### src/rtl/iss_pkg.sv
package iss_pkg;

   localparam int CAPACITY     = 512;
   localparam int VALUE_W      = 32;
   localparam int REQ_INDEX_W  = 9;
   localparam int RSP_COUNT_W  = 10;
   localparam int INDEX_W      = (CAPACITY > 2) ? $clog2(CAPACITY) : 1;
   localparam int COUNT_W      = $clog2(CAPACITY + 1);
   localparam int WIDE_W       = (REQ_INDEX_W > COUNT_W) ? REQ_INDEX_W : COUNT_W;

   localparam int FAN          = 8;
   localparam int LVL1_N       = (CAPACITY + FAN - 1) / FAN;
   localparam int LVL2_N       = (LVL1_N + FAN - 1) / FAN;
   localparam int LVL3_N       = (LVL2_N + FAN - 1) / FAN;
   localparam int TAG_DEPTH    = 4;

   typedef enum logic {
      OP_INSERT = 1'b0,
      OP_READ   = 1'b1
   } opcode_type;

   typedef enum logic [1:0] {
      ST_OK    = 2'd0,
      ST_FULL  = 2'd1,
      ST_RANGE = 2'd2
   } status_type;

   typedef struct packed {
      logic                       ins_en;
      logic signed [VALUE_W-1:0]  ins_value;
      logic [COUNT_W-1:0]         count;
      logic [WIDE_W-1:0]          rd_index;
   } cell_bcast_type;

   typedef struct packed {
      logic               valid;
      logic               read_ok;
      logic [COUNT_W-1:0] count;
      status_type         status;
   } tag_type;

endpackage

### src/rtl/iss_cell.sv
module iss_cell (
   input  logic                                  clock,
   input  iss_pkg::cell_bcast_type               bcast,
   input  logic [iss_pkg::INDEX_W-1:0]           cell_index,
   input  logic signed [iss_pkg::VALUE_W-1:0]    left_value,
   input  logic                                  left_greater,
   output logic signed [iss_pkg::VALUE_W-1:0]    value,
   output logic                                  greater,
   output logic [iss_pkg::VALUE_W-1:0]           read_tap
);
   import iss_pkg::*;

   logic signed [VALUE_W-1:0] value_ff;
   logic signed [VALUE_W-1:0] value_in;
   logic                      occupied;

   assign occupied = COUNT_W'(cell_index) < bcast.count;
   assign greater  = !occupied || (value_ff > bcast.ins_value);

   always_comb begin
      value_in = value_ff;
      if (bcast.ins_en && greater) begin
         value_in = left_greater ? left_value : bcast.ins_value;
      end
   end

   always_ff @(posedge clock) begin
      value_ff <= value_in;
   end

   assign value    = value_ff;
   assign read_tap = (bcast.rd_index == WIDE_W'(cell_index)) ? value_ff : '0;

endmodule

### config.mk
export PLATFORM = sky130hd
export DESIGN_NAME = iss_cell
export DESIGN_NICKNAME = d
export VERILOG_FILES = /design/src/rtl/iss_pkg.sv /design/src/rtl/iss_cell.sv
export SDC_FILE = /design/constraint.sdc
export NUM_CORES = 1
export LEC_CHECK = 0
export BUFFER_PORTS_ARGS = -buffer_cell sky130_fd_sc_hd__buf_2
export CORE_UTILIZATION = 44
export DETAILED_ROUTE_END_ITERATION = 8
export MAX_ROUTING_LAYER = met4
export PLACE_DENSITY = 0.8
export SYNTH_ARGS = -nofsm -noshare
export SYNTH_HDL_FRONTEND = slang
export SYNTH_SLANG_ARGS = --single-unit
### constraint.sdc
create_clock -name clock -period 6.3 [get_ports clock]
set_input_delay 1.26 -clock clock [delete_from_list [all_inputs] [get_ports clock]]
set_output_delay 1.26 -clock clock [all_outputs]
set_load 0.02 [all_outputs]
; Word level (Yosys, flattened, before mapping)
; Cells that the tools add are included.
[totals]
word_cells = 9
regBits = 32
[classes]
mux = 2
reduce_logical = 3
n_eq_ne = 1
magnitude_cmp = 2
[ops]
columns = cell, count
row1 = 32-bit 2-to-1 mux, 2
row2 = 32-bit greater-than comparator, 1
row3 = 10-bit by 9-bit equality test with 1-bit output, 1
row4 = 9-bit by 10-bit < comparator with 1-bit output, 1
row5 = 1-bit logical AND, 1
row6 = 1-bit logical NOT, 1
row7 = 1-bit logical OR, 1

; Longest topological paths before layout
[logic_depth]
word_depth = 4
mapped_depth = 8

; Worst setup path before layout
; Ideal clock, no wire load.
[synth_timing]
path_type = input to register
from = in bcast[34] (netlist bit)
to = reg value_ff[0], in the netlist value[0], enable pin
setup_slack_ns = 0.973
setup_ns = 0.472
path_buffers = 0
path_stages = 7
t_arrival_ns = 4.856
cell_sequence = inv_1 > ha_1 > nand4_1 > a2111oi_0 > or3_1 > a21oi_2 > o32ai_1
[synth_between]
elab_chain_cells = 3
[synth_lines]
columns = item, line_no
row1 = start: declaration, iss_cell.sv:3  ; input iss_pkg::cell_bcast_type bcast,
row2 = 32-bit greater-than comparator, iss_cell.sv:18  ; assign greater = !occupied || (value_ff > bcast.ins_value);
row3 = 1-bit logical OR, iss_cell.sv:18
row4 = 1-bit logical AND, iss_cell.sv:22  ; if (bcast.ins_en && greater) begin
row5 = end signal: assignment, iss_cell.sv:28  ; value_ff <= value_in;
row6 = end: declaration, iss_cell.sv:13  ; logic signed [VALUE_W-1:0] value_ff;
; Every way passes these cells.
; A chain may end at the register's enable or synchronous reset.

; Worst setup path after layout
[layout_timing]
from = in bcast[34] (netlist bit)
to = out greater
[layout_between]
elab_chain_cells = 2
[layout_lines]
columns = item, line_no
row1 = 32-bit greater-than comparator, iss_cell.sv:18
row2 = 1-bit logical OR, iss_cell.sv:18
row3 = end: declaration, iss_cell.sv:8  ; output logic greater,
; Every way passes these cells.

==> impl_metrics.tcl <==
set metrics [dict create \
    antenna_found_initial 0 \
    ant_nets 0 \
    cts_root_buf "clkbuf_8" \
    synth-edff-count 32 \
    die_h_um 79.24 \
    worst_slew_pin_slew_ns 0.9292 \
    synth_top_family_by_area "adder cells" \
    drv_cap 0 \
    route.vias.total 2649 \
    clock_sinks 32 \
    preCtsSetupSlack_ns 1.921 \
    rows 27 \
    critPathMaxFanout 4 \
    cts-hold-fix-buffers 0 \
    sw_frac_of_total 0.3149 \
    cp_data_required_time_ns 5.04 \
    pin_count 161 \
    internal_power_uw 475.3 \
    hp-start "left_value[31]" \
    period_needed_ns 4.355 \
    synth_xor_area_frac 0.03003 \
    yosysTopAreaCell "edfxtp_1" \
    critPathArrivalTime_ns 3.09 \
    reg2regPathDepth 7 \
    routedWlPerCell_um 12.60 \
    rsz0062_at_grt "false" \
    slew_viol_final 0 \
    post-synth-top-count-cell "inv_1" \
    grt_max_degree 64 \
    pwr-share-seq 0.415 \
    initial_core_util 0.4653 \
    areaGrowthSynthToFinish_pct 38.13 \
    wirelength_mm 6.667 \
    cts.path.max_buffers 2 \
    leakage_uw 0.001952 \
    power.density_nw_per_um2 191.3 \
    endpoint_kind "output port" \
    die_w_um 79.24 \
    final_hold_viol_count 0 \
    synth_top_cell_area_share 0.3661 \
    gp_congestion 0.8204 \
    htreeDepth 2 \
    grt.total_usage 0.2238 \
    yosys.area_share.adder 0.1907 \
    muxShareOfSynthArea 0.004290 \
    relSlewSlack 0.3805 \
    netlist_top_cells_count "inv_1, ha_1, nand2_1" \
    ys_types 32 \
    ys_seq_elements 32 \
    via_per_inst 5.008 \
    worstHoldPathType "input pin to flop" \
    final.setup.worst_slack_ns 1.945 \
    yosysWarnings 0 \
    synth.area.top_cells "edfxtp_1, ha_1, and2_1" \
    fin_crit_sh 0.6913 \
    synthCells 297 \
    grt_remaining_overflow 0 \
    fin_skew_ns 0.008567 \
    crit_start "bcast[34]" \
    drive_above_1_share 0.3829 \
    finalNetCount 592 \
    r2r-start "value[14]" \
    coreArea_um2 5642 \
    setup_tns_ns 0 \
    outcome "finished, final reports clean" \
    dr.pass1.iters 4 \
    syn_area_per_cell_um2 8.838 \
    path_class "input pin to output port" \
    dpl.hpwl_mm 5.581 \
    clk_pin_slew_worst_paths_ns 0.07 \
    first_global_vias 2385 \
    fmax_mhz 229.6 \
    cp-start-kind "input pin" \
    cts_buffers 5 \
    switchingPower_uw 218.4 \
    die_area_um2 6279 \
    cts_tree "built" \
    p_clk_frac 0.277 \
    power_frac_comb 0.309 \
    syn_area_um2 2625 \
    ir_drop_mv 0.1305 \
    grt_pass1_wl_mm 10.56 \
    synthSimpleGateAreaFrac 0.1907 \
    clock_latency_ns 0.28 \
    portBuffers 160 \
    ys.flop_type "edfxtp_1" \
    diodes 0 \
    largest_reg_flops 32 \
    syn_nets 433 \
    yosysSeqAreaShare 0.3661 \
    post_cts_resized 0 \
    hold_path_depth 3 \
    dr.first_iter.drc_count 24 \
    drc_errors 0 \
    postCtsSetupBuffers 0 \
    setup_viol 0 \
    power.total_uw 693.7 \
    synth_compound_area_frac 0.1439 \
    async_flop_share 0 \
]
## final cells by class
class,instances,area [um^2]
fillers,476,2016
clock inverters,2,35.03
well taps,72,90.09
flip-flops and latches,32,960.9
clock buffers,6,72.57
inverters,42,157.7
repair buffers,162,815.8
multi-input cells,213,1494
## per-layer routing
layer / GRT usage / vias up / routed length (um)
li1: - / 1346 / -
met1: 0.2480 / 1193 / 2695
met2: 0.4138 / 105 / 3456
met3: 0.03908 / 5 / 440
met4: 0.05455 / 0 / 74
met5: - / - / 0
## layout by cell type (no fill, tap or decap), types with 2 or more instances in the layout
cell type and n:
a21o_1 2, a21oi_1 13, a21oi_2 2, and2_1 32, buf_2 160, buf_4 2
clkbuf_8 5, edfxtp_1 32, ha_1 40, inv_1 42, nand2_1 39, nand2b_1 3
nand3_1 3, nand4_1 10, nor2_1 4, nor4_1 3, o21ai_0 34, o21ai_1 4
xnor2_1 8
## worst max-delay path, stage by stage
cell and delay (ns):
buf_2 0.08, inv_1 0.04, ha_1 0.31, nand4_1 0.17
nor2_1 0.07, a221o_1 0.30, or3_1 0.41, a21oi_2 0.22
o21ai_1 0.07, buf_2 0.16
## per-stage QoR
| step | hold slack (ns) | instances | util | cell area (um^2) |
|---|---|---|---|---|
| 3_3_place_gp | 1.397 | 521 | 0.6236 | 3518 |
| 2_1_floorplan | 1.447 | 297 | - | 2625 |
| 4_1_cts | 1.249 | 529 | 0.6427 | 3626 |
| 5_1_grt | 1.262 | 529 | 0.6427 | 3626 |
| 6_report | 1.249 | 529 | 0.6427 | 3626 |
| 3_5_place_dp | 1.402 | 521 | 0.6236 | 3518 |
## power groups by stage
| stage | combinational (uW) | sequential, uW | clock, uW |
|---|---|---|---|
| after global routing | 241 | 291 | 204 |
| after CTS | 216 | 288 | 195 |
| after floorplan | 99.1 | 320 | 0 |
| after detailed placement | 215 | 292 | 0 |
| after global placement | 207 | 291 | 0 |
| final | 214 | 288 | 192 |
## worst paths after layout
check | to | slack (ns)
max | greater | 1.95
min | value[31] | 1.25
max reg2reg | value[2] | 3.24
min reg2reg | value[31] | 1.41
## cell families (layout without fill, tap and decap cells)
logic type | after synthesis | in the layout
and+or+nand+nor | 98 | 98
xor gates and xnor gates | 9 | 9
adders and majority gates | 40 | 40
DFF | 32 | 32
AOI/OAI and AO/OA | 65 | 65
muxes | 1 | 1
buffers and inverters | 52 | 212
(Power assumes the default switching activity.)
